--- src/design/ir_pulse_distance_decoder_defines.svh ---
// Assertion macros for the IR pulse-distance decoder.
// Used by the top level; needs a clock named clock and a reset named reset.
`ifndef IR_PULSE_DISTANCE_DECODER_DEFINES_SVH
`define IR_PULSE_DISTANCE_DECODER_DEFINES_SVH

// same-cycle implication
`define IRPD_ASSERT_NOW(label, ante, cons, msg) \
   label: assert property (@(posedge clock) disable iff (reset) (ante) |-> (cons)) \
      else $error(msg);

// next-cycle implication
`define IRPD_ASSERT_NEXT(label, ante, cons, msg) \
   label: assert property (@(posedge clock) disable iff (reset) (ante) |=> (cons)) \
      else $error(msg);

`endif

--- src/design/irpd_pkg.sv ---
// Shared types, constants and helpers for the IR pulse-distance decoder.
// No dependencies.
`default_nettype none

package irpd_pkg;

   localparam int unsigned DUR_W    = 16;
   localparam int unsigned LEN_W    = 7;
   localparam int unsigned DATA_W   = 64;
   localparam int unsigned CSR_IDX_W = 3;

   localparam logic [DUR_W-1:0] PREAMBLE_TOLERANCE_US = 16'd500;

   localparam logic [DUR_W-1:0] RST_PREAMBLE_MARK  = 16'd9000;
   localparam logic [DUR_W-1:0] RST_PREAMBLE_SPACE = 16'd4500;
   localparam logic [DUR_W-1:0] RST_ONE_MARK       = 16'd560;
   localparam logic [DUR_W-1:0] RST_ONE_SPACE      = 16'd1690;
   localparam logic [DUR_W-1:0] RST_ZERO_MARK      = 16'd560;
   localparam logic [DUR_W-1:0] RST_ZERO_SPACE     = 16'd560;
   localparam logic [LEN_W-1:0] RST_FRAME_BITS     = 7'd32;
   localparam logic [DUR_W-1:0] RST_BIT_TOL        = 16'd200;

   typedef enum logic [CSR_IDX_W-1:0] {
      REG_PREAMBLE_MARK  = 3'd0,
      REG_PREAMBLE_SPACE = 3'd1,
      REG_ONE_MARK       = 3'd2,
      REG_ONE_SPACE      = 3'd3,
      REG_ZERO_MARK      = 3'd4,
      REG_ZERO_SPACE     = 3'd5,
      REG_FRAME_BITS     = 3'd6,
      REG_BIT_TOL        = 3'd7
   } irpd_reg_type;

   typedef enum logic {
      MODE_SEEK = 1'b0,
      MODE_DATA = 1'b1
   } irpd_mode_type;

   typedef struct packed {
      logic [DUR_W-1:0] preamble_mark_us;
      logic [DUR_W-1:0] preamble_space_us;
      logic [DUR_W-1:0] one_mark_us;
      logic [DUR_W-1:0] one_space_us;
      logic [DUR_W-1:0] zero_mark_us;
      logic [DUR_W-1:0] zero_space_us;
      logic [LEN_W-1:0] frame_bit_count;
      logic [DUR_W-1:0] bit_tolerance_us;
   } irpd_cfg_type;

   // strict window: nominal - tol < x < nominal + tol
   function automatic logic in_window(input logic [DUR_W-1:0] x,
                                      input logic [DUR_W-1:0] nominal,
                                      input logic [DUR_W-1:0] tol);
      logic signed [DUR_W+1:0] xs;
      logic signed [DUR_W+1:0] lo;
      logic signed [DUR_W+1:0] hi;
      xs = signed'({2'b00, x});
      lo = signed'({2'b00, nominal}) - signed'({2'b00, tol});
      hi = signed'({2'b00, nominal}) + signed'({2'b00, tol});
      return (xs > lo) && (xs < hi);
   endfunction

endpackage

`default_nettype wire

--- src/design/irpd_csr.sv ---
// Configuration registers of the IR pulse-distance decoder.
// Depends on irpd_pkg.
`default_nettype none

module irpd_csr
   import irpd_pkg::*;
(
   input  wire logic                 clock,
   input  wire logic                 reset,
   input  wire logic                 csr_write_enable,
   input  wire logic [CSR_IDX_W-1:0] csr_index,
   input  wire logic [DUR_W-1:0]     csr_wdata,
   output irpd_cfg_type              cfg
);

   irpd_cfg_type cfg_ff;
   irpd_cfg_type cfg_in;

   always_comb begin
      cfg_in = cfg_ff;
      if (csr_write_enable) begin
         case (irpd_reg_type'(csr_index))
            REG_PREAMBLE_MARK:  cfg_in.preamble_mark_us  = csr_wdata;
            REG_PREAMBLE_SPACE: cfg_in.preamble_space_us = csr_wdata;
            REG_ONE_MARK:       cfg_in.one_mark_us       = csr_wdata;
            REG_ONE_SPACE:      cfg_in.one_space_us      = csr_wdata;
            REG_ZERO_MARK:      cfg_in.zero_mark_us      = csr_wdata;
            REG_ZERO_SPACE:     cfg_in.zero_space_us     = csr_wdata;
            REG_FRAME_BITS:     cfg_in.frame_bit_count   = csr_wdata[LEN_W-1:0];
            REG_BIT_TOL:        cfg_in.bit_tolerance_us  = csr_wdata;
            default:            cfg_in = cfg_ff;
         endcase
      end
   end

   always_ff @(posedge clock) begin
      if (reset) begin
         cfg_ff.preamble_mark_us  <= RST_PREAMBLE_MARK;
         cfg_ff.preamble_space_us <= RST_PREAMBLE_SPACE;
         cfg_ff.one_mark_us       <= RST_ONE_MARK;
         cfg_ff.one_space_us      <= RST_ONE_SPACE;
         cfg_ff.zero_mark_us      <= RST_ZERO_MARK;
         cfg_ff.zero_space_us     <= RST_ZERO_SPACE;
         cfg_ff.frame_bit_count   <= RST_FRAME_BITS;
         cfg_ff.bit_tolerance_us  <= RST_BIT_TOL;
      end else begin
         cfg_ff <= cfg_in;
      end
   end

   assign cfg = cfg_ff;

endmodule

`default_nettype wire

--- src/design/irpd_core.sv ---
// Decoder state and single-pass next-state logic: preamble search,
// bit decode and stop-mark check. Depends on irpd_pkg.
`default_nettype none

module irpd_core
   import irpd_pkg::*;
#(
   parameter int unsigned MAX_FRAME_BITS = 64
) (
   input  wire logic              clock,
   input  wire logic              reset,
   input  wire irpd_cfg_type      cfg,
   input  wire logic              step,
   input  wire logic              line_level,
   input  wire logic [DUR_W-1:0]  interval_us,
   output logic                   emit,
   output logic [DATA_W-1:0]      frame_data,
   output logic [LEN_W-1:0]       frame_length
);

   localparam int unsigned CNT_W = $clog2(MAX_FRAME_BITS + 1);
   localparam int unsigned IDX_W = $clog2(MAX_FRAME_BITS);
   localparam logic [LEN_W-1:0] MAX_LEN = LEN_W'(MAX_FRAME_BITS);

   irpd_mode_type             mode_ff, mode_in;
   logic                      held_ff, held_in;     // one interval pending
   logic [DUR_W-1:0]          held_us_ff;
   logic                      prev_level_ff;
   logic [CNT_W-1:0]          bits_ff, bits_in;
   logic [MAX_FRAME_BITS-1:0] store_ff, store_in;

   logic [LEN_W-1:0]          len;
   logic                      pair;
   logic                      bits_full;
   logic                      stop_ok, one_ok, zero_ok, pre_hit;
   logic                      do_seek;
   logic [MAX_FRAME_BITS-1:0] len_mask;

   always_comb begin
      if (cfg.frame_bit_count == '0) begin
         len = LEN_W'(1);
      end else if (cfg.frame_bit_count > MAX_LEN) begin
         len = MAX_LEN;
      end else begin
         len = cfg.frame_bit_count;
      end
   end

   always_comb begin
      for (int i = 0; i < MAX_FRAME_BITS; i++) begin
         len_mask[i] = (LEN_W'(i) < len);
      end
   end

   // a repeated level discards the pending interval
   assign pair      = held_ff && (prev_level_ff != line_level);
   assign bits_full = (LEN_W'(bits_ff) >= len);

   assign stop_ok = in_window(interval_us, cfg.one_mark_us, cfg.bit_tolerance_us);
   assign one_ok  = in_window(held_us_ff, cfg.one_mark_us, cfg.bit_tolerance_us)
                 && in_window(interval_us, cfg.one_space_us, cfg.bit_tolerance_us);
   assign zero_ok = in_window(held_us_ff, cfg.zero_mark_us, cfg.bit_tolerance_us)
                 && in_window(interval_us, cfg.zero_space_us, cfg.bit_tolerance_us);
   assign pre_hit = in_window(held_us_ff, cfg.preamble_mark_us, PREAMBLE_TOLERANCE_US)
                 && in_window(interval_us, cfg.preamble_space_us, PREAMBLE_TOLERANCE_US);

   always_comb begin
      mode_in  = mode_ff;
      held_in  = 1'b0;
      bits_in  = bits_ff;
      store_in = store_ff;
      emit     = 1'b0;
      do_seek  = 1'b0;

      case (mode_ff)
         MODE_DATA: begin
            if (!pair) begin
               if (bits_full) begin
                  if (stop_ok) begin
                     emit    = 1'b1;
                     mode_in = MODE_SEEK;
                  end else begin
                     do_seek = 1'b1;
                  end
               end else begin
                  held_in = 1'b1;
               end
            end else if (!bits_full && (one_ok || zero_ok)) begin
               if (one_ok) begin
                  store_in[bits_ff[IDX_W-1:0]] = 1'b1;
               end
               bits_in = bits_ff + CNT_W'(1);
            end else begin
               do_seek = 1'b1;
            end
         end
         default: do_seek = 1'b1;
      endcase

      // preamble search; the new interval must end a space to close a pair
      if (do_seek) begin
         mode_in = MODE_SEEK;
         if (!pair) begin
            held_in = !line_level;
         end else if (!line_level) begin
            held_in = 1'b1;
         end else if (pre_hit) begin
            mode_in  = MODE_DATA;
            bits_in  = '0;
            store_in = '0;
         end
      end
   end

   always_ff @(posedge clock) begin
      if (reset) begin
         mode_ff       <= MODE_SEEK;
         held_ff       <= 1'b0;
         prev_level_ff <= 1'b0;
         bits_ff       <= '0;
      end else if (step) begin
         mode_ff       <= mode_in;
         held_ff       <= held_in;
         prev_level_ff <= line_level;
         bits_ff       <= bits_in;
      end
   end

   // any pending interval left after a step is always the newest one
   always_ff @(posedge clock) begin
      if (step) begin
         held_us_ff <= interval_us;
         store_ff   <= store_in;
      end
   end

   assign frame_data   = DATA_W'(store_ff & len_mask);
   assign frame_length = len;

endmodule

`default_nettype wire

--- src/design/ir_pulse_distance_decoder.sv ---
// Top level of the IR pulse-distance decoder: input register, decoder core,
// result register and configuration port. Depends on irpd_pkg, irpd_csr,
// irpd_core and ir_pulse_distance_decoder_defines.svh.
//
//   channel  direction  ports
//   req      in         req_valid, req_ready, req_line_level, req_interval_us
//   rsp      out        rsp_valid, rsp_ready, rsp_frame_data, rsp_frame_length
//   csr      in         csr_write_enable, csr_index, csr_wdata
//
// One item per cycle while no waiting result holds the decode stage; a result is
// valid once the item that closes the frame has passed the input register and
// the decode logic and its output has been captured in the result register.
// Synchronous active-high reset; configuration returns to its defaults.
// A waiting result holds the decode stage; one further item is buffered.
`default_nettype none
`include "ir_pulse_distance_decoder_defines.svh"

module ir_pulse_distance_decoder
   import irpd_pkg::*;
#(
   parameter int unsigned MAX_FRAME_BITS = 64
) (
   input  wire logic                 clock,
   input  wire logic                 reset,
   input  wire logic                 req_valid,
   output logic                      req_ready,
   input  wire logic                 req_line_level,
   input  wire logic [DUR_W-1:0]     req_interval_us,
   output logic                      rsp_valid,
   input  wire logic                 rsp_ready,
   output logic [DATA_W-1:0]         rsp_frame_data,
   output logic [LEN_W-1:0]          rsp_frame_length,
   input  wire logic                 csr_write_enable,
   input  wire logic [CSR_IDX_W-1:0] csr_index,
   input  wire logic [DUR_W-1:0]     csr_wdata
);

   irpd_cfg_type     cfg;

   logic             in_valid_ff;
   logic             in_level_ff;
   logic [DUR_W-1:0] in_interval_ff;

   logic             advance;
   logic             emit;
   logic [DATA_W-1:0] core_data;
   logic [LEN_W-1:0] core_length;

   logic             rsp_valid_ff;
   logic [DATA_W-1:0] rsp_data_ff;
   logic [LEN_W-1:0] rsp_length_ff;

   irpd_csr u_csr (
      .clock            (clock),
      .reset            (reset),
      .csr_write_enable (csr_write_enable),
      .csr_index        (csr_index),
      .csr_wdata        (csr_wdata),
      .cfg              (cfg)
   );

   assign advance   = in_valid_ff && (!rsp_valid_ff || rsp_ready);
   assign req_ready = !in_valid_ff || advance;

   always_ff @(posedge clock) begin
      if (reset) begin
         in_valid_ff <= 1'b0;
      end else if (req_ready) begin
         in_valid_ff <= req_valid;
      end
   end

   always_ff @(posedge clock) begin
      if (req_valid && req_ready) begin
         in_level_ff    <= req_line_level;
         in_interval_ff <= req_interval_us;
      end
   end

   irpd_core #(
      .MAX_FRAME_BITS (MAX_FRAME_BITS)
   ) u_core (
      .clock        (clock),
      .reset        (reset),
      .cfg          (cfg),
      .step         (advance),
      .line_level   (in_level_ff),
      .interval_us  (in_interval_ff),
      .emit         (emit),
      .frame_data   (core_data),
      .frame_length (core_length)
   );

   always_ff @(posedge clock) begin
      if (reset) begin
         rsp_valid_ff <= 1'b0;
      end else if (advance) begin
         rsp_valid_ff <= emit;
      end else if (rsp_ready) begin
         rsp_valid_ff <= 1'b0;
      end
   end

   always_ff @(posedge clock) begin
      if (advance && emit) begin
         rsp_data_ff   <= core_data;
         rsp_length_ff <= core_length;
      end
   end

   assign rsp_valid        = rsp_valid_ff;
   assign rsp_frame_data   = rsp_data_ff;
   assign rsp_frame_length = rsp_length_ff;

   `IRPD_ASSERT_NEXT(a_emit_reaches_rsp, advance && emit, rsp_valid && rsp_frame_length == $past(core_length), "decoded frame not captured")
   `IRPD_ASSERT_NOW(a_len_range, rsp_valid, rsp_frame_length != '0 && rsp_frame_length <= LEN_W'(MAX_FRAME_BITS), "frame length out of range")
   `IRPD_ASSERT_NOW(a_upper_zero, rsp_valid, (rsp_frame_data >> rsp_frame_length) == '0, "bits above frame length set")

endmodule

`default_nettype wire

--- config.mk ---
export PLATFORM = sky130hd
export DESIGN_NAME = ir_pulse_distance_decoder
export DESIGN_NICKNAME = d
export VERILOG_FILES = /design/src/design/irpd_pkg.sv /design/src/design/irpd_csr.sv /design/src/design/irpd_core.sv /design/src/design/ir_pulse_distance_decoder.sv
export VERILOG_INCLUDE_DIRS = /design/src /design/src/design
export SDC_FILE = /design/constraint.sdc
export NUM_CORES = 1
export LEC_CHECK = 0
export BUFFER_PORTS_ARGS = -buffer_cell sky130_fd_sc_hd__buf_2
export CORE_ASPECT_RATIO = 0.6
export CORE_MARGIN = 2
export CORE_UTILIZATION = 40
export CTS_BUF_LIST = sky130_fd_sc_hd__clkbuf_16
export DETAILED_ROUTE_END_ITERATION = 16
export GPL_ROUTABILITY_DRIVEN = 0
export GPL_TIMING_DRIVEN = 0
export SYNTH_ARGS = -nofsm -noshare
export SYNTH_HDL_FRONTEND = slang
export SYNTH_SLANG_ARGS = --single-unit
export TNS_END_PERCENT = 30
--- constraint.sdc ---
create_clock -name clock -period 7.3 [get_ports clock]
set_input_delay 0.73 -clock clock [delete_from_list [all_inputs] [get_ports clock]]
set_output_delay 0.73 -clock clock [all_outputs]
set_load 0.02 [all_outputs]
# After elaboration in Yosys (flattened, before gate mapping)
# Cells that the tools add are included.
# op_classes
magnitude_cmp	82
muxes	43
n_eq_ne	8
bitwise	2
add_sub_neg	13
reduce_logical	34
# ops
operator	n
two-way mux 64 bit	8
< comparator 6 x 7 -> 1 bit, first input constant	32
greater-than comparator 17 x 18 -> 1 bit	7
< comparator 17 x 18 -> 1 bit	7
< comparator 5 x 7 -> 1 bit, first input constant	16
adder 16 x 16 -> 17 bit	4
subtractor 16 x 16 -> 17 bit	4
bitwise AND 64 bit	1
OR 64 bit	1
two-way mux 7 bit	9
< comparator 4 x 7 -> 1 bit, first input constant	8
adder 16 x 9 -> 17 bit, second input constant	2
subtractor 16 x 9 -> 17 bit, second input constant	2
< comparator 3 x 7 -> 1 bit, first input constant	4
two-way mux 1 bit	25
logical AND 1 bit	16
AND reduction 2 bit	8
< comparator 1 x 7 -> 1 bit, first input constant	2
< comparator 2 x 7 -> 1 bit, first input constant	2
equality test 3 bit, second input constant	4
adder 7 x 1 -> 7 bit, second input constant	1
>= comparator 7 bit	1
greater-than comparator 7 bit, second input constant	1
zero test 7 bit	1
other kinds (10)	16
# word_totals
word_cells	202
regBits	299

# Longest topological paths before layout
# Gate-level depths: netlist of the first run.
# logic_depth
word_depth	13
depth_mapped	29
mapped_depth_nobuf	27

# Cells and area by module
# A second synthesis of the first run with hierarchy kept.
# unflattened
cells_unflattened	2526
hier_area_um2	23810.3
# modules_own_cells
module	area_per_inst_um2	instances	cells_each
irpd_core	16374.5	1	1996
irpd_csr	4690.7	1	431
ir_pulse_distance_decoder	2745.1	1	99

# Worst setup path after synthesis of the first run
# OpenSTA, ideal clock, no wires.
# synth_timing
path_kind	flip-flop to flip-flop
from	register u_csr.cfg_ff (netlist bit u_csr.cfg[1])
to	register rsp_data_ff[0] (netlist: rsp_frame_data[0]), enable pin
n_path_buf	0
stages_incl_launch_ff	23
arrival_time_ns	5.533
slack_ns	1.342
required_time_ns	6.875
cell_sequence	dfxtp_1 inv_1 ha_1 nor2b_1 o31ai_1 a21oi_1 or2_2 a21oi_1 nor2_1 nor2_1 xor2_1 ha_1 nand4_1 nor2_1 a221oi_1 o21ai_0 o31ai_1 a31oi_1 a311o_1 a21oi_1 a211o_1 or3_1 inv_1
# synth_via
elab_chain_cells	8
# synth_rtl
element	line	source
from (decl)	irpd_csr.sv:16	irpd_cfg_type cfg_ff;
from (signal assigned)	irpd_csr.sv:47	cfg_ff <= cfg_in;
subtractor 16 x 16 -> 17 bit / adder 16 x 16 -> 17 bit (equally long branches)	irpd_pkg.sv:58, irpd_pkg.sv:59	
greater-than comparator 17 x 18 -> 1 bit / < comparator 17 x 18 -> 1 bit (equally long branches)	irpd_pkg.sv:60	return (xs > lo) && (xs < hi);
logical AND 1 bit (*)	irpd_pkg.sv:60	
two-way mux 1 bit (*)	irpd_core.sv:79	if (stop_ok) begin
two-way mux 1 bit (*)	irpd_core.sv:78	if (bits_full) begin
two-way mux 1 bit (*)	irpd_core.sv:77	if (!pair) begin
two-way mux 1 bit (*)	irpd_core.sv:75	case (mode_ff)
logical AND 1 bit (*)	ir_pulse_distance_decoder.sv:105	if (advance && emit) begin
to (signal assigned)	ir_pulse_distance_decoder.sv:106	rsp_data_ff <= core_data;
to (decl)	ir_pulse_distance_decoder.sv:50	logic [DATA_W-1:0] rsp_data_ff;
# Every way passes the cells marked *; elsewhere a longest branch is shown, timed or not.
# A chain may end at the register's enable or synchronous reset.

# Worst setup path after layout of the first run
# layout_timing
from	register u_csr.cfg_ff (netlist bit u_csr.cfg[2])
to	register u_core.store_ff[12], data pin
# layout_via
elab_chain_cells	13
# layout_rtl
element	line	source
subtractor 16 x 16 -> 17 bit / adder 16 x 16 -> 17 bit (equally long branches)	irpd_pkg.sv:58, irpd_pkg.sv:59	
greater-than comparator 17 x 18 -> 1 bit / < comparator 17 x 18 -> 1 bit (equally long branches)	irpd_pkg.sv:60	
logical AND 1 bit	irpd_pkg.sv:60	
logical AND 1 bit (on tied branches)	irpd_core.sv:61, irpd_core.sv:63	
logical OR 1 bit	irpd_core.sv:88	end else if (!bits_full && (one_ok || zero_ok)) begin
logical AND 1 bit	irpd_core.sv:88	
two-way mux 64 bit	irpd_core.sv:88	
two-way mux 64 bit	irpd_core.sv:77	
two-way mux 64 bit	irpd_core.sv:75	
two-way mux 64 bit	irpd_core.sv:107	end else if (pre_hit) begin
two-way mux 64 bit	irpd_core.sv:105	end else if (!line_level) begin
two-way mux 64 bit	irpd_core.sv:103	if (!pair) begin
two-way mux 64 bit (*)	irpd_core.sv:101	if (do_seek) begin
net u_core.store_in[12]	irpd_core.sv:30	logic [MAX_FRAME_BITS-1:0] store_ff, store_in;
to (signal assigned)	irpd_core.sv:133	store_ff <= store_in;
to (decl)	irpd_core.sv:30	
# Mark *: on every way through the listed nets, which the timed path passes. The rest lies on a longest branch.

==> qor.csv, run 1 <==
stage,metric,value,unit
outcome,outcome,"complete, but fails checks",
outcome,violations,"max-capacitance violations, max-slew violations",
setup_path,critPathArrivalTime,7.30,ns
layout,final_util,45.3,%
floorplan,initial_utilization,40.4,%
synth,syn_nets,3052,
setup_path,cpPeakStageDelay,0.51,ns
global_routing,grt_overflow,0,
sta,period_minus_slack,7.02,ns
setup_path,rr_startpoint,u_csr.cfg[2],
synth,synth-main-ff-cell,edfxtp_1,
clock_network,htreeDepth,2,
floorplan,io_pins,114,
sta,fin_crit_sh,96.2,%
floorplan,dieArea,0.0598,mm^2
placement,placed_cell_area,0.0247,mm^2
setup_path,reg2reg_slack,0.28,ns
pwr,seq_power_share,42.0,%
route,wl_per_cell,23.5,um
placement,dp.cells,3541,
pwr,internal_power,3120,uW
synth,synth.top_cell.area_share,21.8,%
floorplan,coreArea,0.0573,mm^2
hold_path,hold_start,req_interval_us[2],
pwr,vdd_drop_max,161,uV
clock_network,cts_hold_buf,0,
hold_path,hold_path_end,in_interval_ff[2],
synth,syn_inst,2664,
route,totalWireLength,85000,um
hold_path,hold_path_class,input pin to flop,
sta,timing.final.ws_setup,0.276,ns
sta,setup_viol,0,
route,final_antenna_net_count,0,
clock_network,cts_tree,yes,
synth,ys_ff_latch,299,
pwr,power.total,4560,uW
global_routing,grt_first_pass_wirelength,124000,um
layout,multi_input_comb_area,0.0144,mm^2
setup_path,timing.critical_path.mode_cell,a21oi_1,
route,num_vias,21400,
setup_path,cp_top_family,compound AO/OA/AOI/OAI gates,
layout,drive_gt1_share,8.49,%
pwr,powerDensity,176,mW/mm^2
synth,avgSynthCellArea,8.68,um^2
synth,synth.top_cells.by_count,"ha_1, nand2_1, a21oi_1",
synth,synth_edf_count,168,
clock_network,clk_latency,0.56,ns
layout,ff_latch_area,0.00767,mm^2
route,vias_per_cell,5.92,
pwr,clockPowerShare,38.0,%
layout,fillers,5558,
synth,synth_most_common_cell,ha_1,
sta,max_freq,142,MHz
setup_path,slowest_stage,ha_2,
placement,dp_hpwl,66400,um
clock_network,path_clk_slew,0.07,ns
layout,layout.nets,3200,
synth,async_reset_ff_share,0,%
synth,synth_cell_types,89,
pwr,pwr-share-comb,20.0,%
sta,slew_violations,5,
clock_network,cts.path.max_buffers,3,
route,drc,0,
global_routing,antenna_found_initial,0,
clock_network,cts_buffers,35,
pwr,p_leak,0.0105,uW
setup_path,critPathKind,flop to flop,
pwr,p_sw,1430,uW
route,drt_pass1_iterations,6,
setup_path,r2r-end,u_core.store_ff[12],
synth,synth_area,0.0231,mm^2
setup_path,startpoint_type,flop,
layout,synthToLayoutAreaGrowth,12.2,%
placement,port_buffers,103,
synth,netlist.top_cell.by_area,edfxtp_1,
setup_path,r2r_cells,26,
sta,max_slew_margin,-0.901,%
route,dr.first_iter.drc_count,3215,
layout,final_area,0.0259,mm^2
layout,stdcell_count,3610,
global_routing,grt_pass1_vias,19400,
sta,rsz0062_at_grt,no,
sta,finClkSkew,0.0362,ns
run,drv_cap,1,
setup_path,required,7.58,ns
synth,ys_seq_area_share,33.2,%
setup_path,worst_setup_path_end_kind,flop,
pwr,switching_share,31.5,%
setup_path,cp_max_fo,10,
global_routing,globalRouteTotalUtil,27.9,%
setup_path,critPathBufInv,4,
global_routing,grt_max_degree,65,
placement,pre_cts_slack,-0.839,ns
synth,synth_area_leaders,"edfxtp_1, ha_1, dfxtp_1",
synth,yosysWarningCount,0,
clock_network,cts_sinks,299,
floorplan,die_h,190,um
sta,hold_viol,0,
floorplan,die-width,314,um
floorplan,placementRows,68,
sta,tightest_slew,1.50,ns
hold_path,holdPathStages,1,
clock_network,clockRootBuffer,clkbuf_16,
## routing by layer
metal,track usage (%),vias up,share of wire [%]
met3,11.9,121,16
met5,0,-,0
met4,6.81,0,2.4
met2,34.3,1264,36
met1,42.8,10200,46
li1,-,9821,-
## repair_timing
| item | CTS | global route |
|---|---|---|
| setup endpoints to repair | 71 | 73 |
| gates resized for setup | 12 | 26 |
| pin swaps | 0 | 3 |
| gates cloned | 0 | 0 |
| setup buffers | 2 | 2 |
## power groups by stage
stage          Sequential [uW]  Clock (uW)  Combinational, uW
5_1_grt                   1920        1820                993
3_5_place_dp              1950           0                852
2_1_floorplan             1900           0                590
6_report                  1910        1730                909
3_3_place_gp              1950           0                825
4_1_cts                   1910        1750                862
## worst max-delay path by stage
stage                            start                   to  slack, ns  cells past startpoint
after global routing      u_csr.cfg[1]  u_core.store_ff[60]       0.05                     29
after detailed placement  u_csr.cfg[1]   u_core.store_ff[1]      -0.84                     25
after floorplan           u_csr.cfg[1]    rsp_frame_data[0]       1.34                     22
after global placement    u_csr.cfg[1]   u_core.store_ff[0]      -0.70                     24
after CTS                 u_csr.cfg[1]   u_core.store_ff[1]       0.02                     29
final                     u_csr.cfg[2]  u_core.store_ff[12]       0.28                     26
## layout make-up
class                   count  share of cell area [%]
multi-input cells        2078                    55.7
flip-flops and latches    299                    29.6
well taps                 770                    3.72
clock buffers              38                    3.67
inverters                 172                    2.51
repair buffers            111                    2.34
plain buffers             115                    1.86
clock inverters            26                   0.627
diodes                      1                 0.00965
## layout by cell type, fill, tap and decap left out, drive strengths merged, types with 112 or more instances in the layout
| cell | n |
|---|---|
| dfxtp | 131 |
| a21oi | 305 |
| nand2 | 310 |
| inv | 183 |
| ha | 339 |
| clkbuf | 136 |
| buf | 128 |
| edfxtp | 168 |
| nor2 | 217 |
| xnor2 | 112 |
## cells by family (layout without fill, tap and decap cells)
logic type / count (synthesis) / after routing / synth area share [%]
simple gates: 864 / 864 / 17.7
other cells: 0 / 1 / 0
compound gates: 706 / 706 / 19.1
mux: 8 / 8 / 0.352
flops: 299 / 299 / 33.2
fa+ha+maj: 347 / 347 / 19.0
xor+xnor: 153 / 153 / 5.80
buf+inv: 287 / 462 / 4.83
## flip-flops by register name, indices dropped and copies added (netlist names), 7 cells and up
signal	count
in_interval_ff	16
rsp_frame_data	64
rsp_frame_length	7
u_core.held_us_ff	16
u_core.bits_ff	7
u_csr.cfg	119
u_core.store_ff	64
## stage by stage
stage | TNS [ns] | hold WS, ns
6_report | 0 | 0.351
5_1_grt | 0 | 0.338
4_1_cts | 0 | 0.343
3_5_place_dp | -45.91 | 0.462
3_3_place_gp | -50.53 | 0.445
2_1_floorplan | 0 | 0.436
Note: power is estimated with default switching activity, not from simulation.
==> inputs of run 2 (changes only) <==
Settings changed: CTS_BUF_LIST sky130_fd_sc_hd__clkbuf_16 to not set, PLACE_DENSITY_LB_ADDON set to 0.2.
==> run 2 against run 1 <==
  * The run still ends with max-capacitance violations, max-slew violations left
  * Clock skew is 0.016 ns lower
  * Sequential cell count unchanged
  * First-iteration DRC count fell by 10%
  * Utilization about the same
  * Maximum frequency up 0.85%
  * Sequential power barely moved
  * Critical path depth grew 1
  * Clock power hardly changed
  * Non-clock buffer count increased by 3
  * Routed wire length increased by 1.2%
  * Total power decreased by 0.97%
  * Hold slack improved by 0.013 ns
  * Critical endpoint is now u_core.store_ff[58]
  * Largest cell class unchanged
==> qor.csv, run 2 (synthesized netlist as in run 1, its figures left out) <==
stage,metric,value,unit,change
outcome,outcome,"complete, but fails checks",,
outcome,violations,"max-capacitance violations, max-slew violations",,
placement,placed_cell_area,0.0247,mm^2,about the same
sta,timing.final.ws_setup,0.335,ns,+0.0594 ns
sta,rsz0062_at_grt,no,,
sta,tightest_slew,1.53,ns,+0.0321 ns
layout,mostFrequentLayoutCell,ha_1,,
setup_path,required,7.66,ns,+0.08 ns
route,dr.first_iter.drc_count,2894,,-10%
layout,layout.nets,3202,,+0.063%
sta,max_freq,144,MHz,+0.85%
placement,pre_cts_slack,-1.48,ns,-0.637 ns
setup_path,critPathArrivalTime,7.33,ns,+0.03 ns
floorplan,dieArea,0.0598,mm^2,unchanged
clock_network,path_clk_slew,0.07,ns,about the same
clock_network,htreeDepth,2,,unchanged
hold_path,hold_path_class,input pin to flop,,
layout,synthToLayoutAreaGrowth,12.1,%,about the same
floorplan,initial_utilization,40.4,%,unchanged
setup_path,startpoint_type,flop,,
pwr,power.total,4510,uW,-0.97%
route,vias_per_cell,5.92,,about the same
global_routing,grt_first_pass_wirelength,124000,um,+0.12%
placement,dp.cells,3542,,+0.028%
global_routing,grt_overflow,0,,unchanged
global_routing,grt_pass1_vias,19400,,+0.046%
layout,drive_gt1_share,8.32,%,-0.17 points
clock_network,cts_sinks,299,,unchanged
route,final_antenna_net_count,0,,unchanged
setup_path,worst_setup_path_end_kind,flop,,
route,drt_pass1_iterations,8,,+2
sta,fin_setup_tns,0,ns,unchanged
clock_network,clk_latency,0.54,ns,-0.02 ns
setup_path,cp_max_fo,10,,unchanged
global_routing,antenna_found_initial,6,,+6
sta,hold_viol,0,,unchanged
layout,largest_reg_flops,119,,unchanged
floorplan,io_pins,114,,unchanged
global_routing,grt_max_degree,63,,-3.1%
sta,slew_violations,9,,+4
pwr,powerDensity,174,mW/mm^2,-0.92%
pwr,vdd_drop_max,195,uV,+21%
layout,stdcell_count,3614,,+0.11%
sta,setup_viol,0,,unchanged
layout,final_area,0.0259,mm^2,about the same
sta,max_slew_margin,-3.06,%,-2.2 points
clock_network,cts.path.max_buffers,3,,unchanged
floorplan,coreArea,0.0573,mm^2,unchanged
setup_path,reg2reg_slack,0.34,ns,+0.06 ns
clock_network,cts_tree,yes,,
placement,port_buffers,103,,unchanged
clock_network,cts_buffers,34,,-2.9%
route,num_vias,21400,,+0.16%
route,drc,0,,unchanged
layout,mostFrequentLayoutCells,"ha_1, nand2_1, a21oi_1, nor2_1, edfxtp_1",,
global_routing,globalRouteTotalUtil,27.9,%,+0.047 points
placement,dp_hpwl,67100,um,+1.1%
sta,period_minus_slack,6.96,ns,-0.0594 ns
route,totalWireLength,86000,um,+1.2%
floorplan,die_h,190,um,unchanged
sta,finClkSkew,0.0202,ns,-0.0160 ns
run,drv_cap,1,,unchanged
floorplan,die-width,314,um,unchanged
clock_network,clockRootBuffer,clkbuf_16,,
setup_path,critPathKind,flop to flop,,
route,wl_per_cell,23.8,um,+1.1%
pwr,p_leak,0.0105,uW,-0.47%
sta,fin_crit_sh,95.4,%,-0.81 points
floorplan,placementRows,68,,unchanged
-- run 2: cell types whose count changed in the layout (fill, tap and decap cells not counted), sizes merged --
cell    before  now
inv        183  172
diode        1    6
clkbuf     136  144
buf        128  129
bufinv       0    1
-- run 2: routing by layer --
layer,track usage (%),routed length (um)
met1,43.3,41200
met3,11.2,12300
met5,0,0
met4,6.00,1760
met2,34.9,30700
-- run 2: critical path: stages, from the launching register on --
cell and delay (ns):
dfxtp_4 0.50, clkinvlp_4 0.19, buf_4 0.26, ha_1 0.35, nor2b_1 0.14, o21ai_0 0.20
a21boi_0 0.12, o21ai_0 0.24, a21boi_0 0.13, o21ai_0 0.22, a21boi_0 0.15, o21ai_0 0.27
a21oi_1 0.18, a21o_1 0.21, a21oi_1 0.21, xnor2_1 0.11, ha_1 0.30, and3_1 0.19
nand4_1 0.18, o21ai_1 0.26, a211oi_2 0.14, a22oi_1 0.22, o2111a_1 0.29, nand3_2 0.20
or3_4 0.46, clkbuf_2 0.21, or4_1 0.63, a21oi_1 0.22
-- run 2: worst paths after layout --
kind	startpoint	endpoint	cells after the start
max	u_csr.cfg[1]	u_core.store_ff[58]	27
min	req_interval_us[3]	in_interval_ff[3]	1
max reg2reg	u_csr.cfg[1]	u_core.store_ff[58]	27
min reg2reg	u_csr.cfg[88]	u_csr.cfg[88]	2
-- run 2: cell type report --
| class | instances | area, um^2 |
|---|---|---|
| multi-input cells | 2078 | 14400 |
| clock buffers | 44 | 930 |
| well taps | 770 | 963 |
| clock inverters | 16 | 130 |
| flip-flops and latches | 299 | 7670 |
| diodes | 6 | 15.0 |
| plain buffers | 115 | 483 |
| inverters | 172 | 659 |
| fillers | 5485 | 31300 |
| repair buffers | 114 | 643 |
-- run 2: per-stage QoR --
step,utilization [%],hold slack [ns]
2_1_floorplan,-,0.436
3_3_place_gp,42.9,0.450
3_5_place_dp,43.1,0.459
4_1_cts,45.0,0.350
5_1_grt,45.2,0.356
6_report,45.3,0.365
-- run 2: repair_timing --
action | CTS | global route
cloned | 0 | 0
hold buffers | 0 | 0
resized for setup | 10 | 22
buffers inserted | 1 | 5
endpoints found under the setup margin | 73 | 73
pin swaps | 0 | 1
-- run 2: where the power goes --
| part | switching, uW | internal [uW] | leakage, uW | total [uW] |
|---|---|---|---|---|
| logic | 541 | 341 | 0.00736 | 882 |
| clock network | 759 | 945 | 0.000519 | 1700 |
| registers | 102 | 1820 | 0.00262 | 1920 |
| total | 1400 | 3110 | 0.0105 | 4510 |
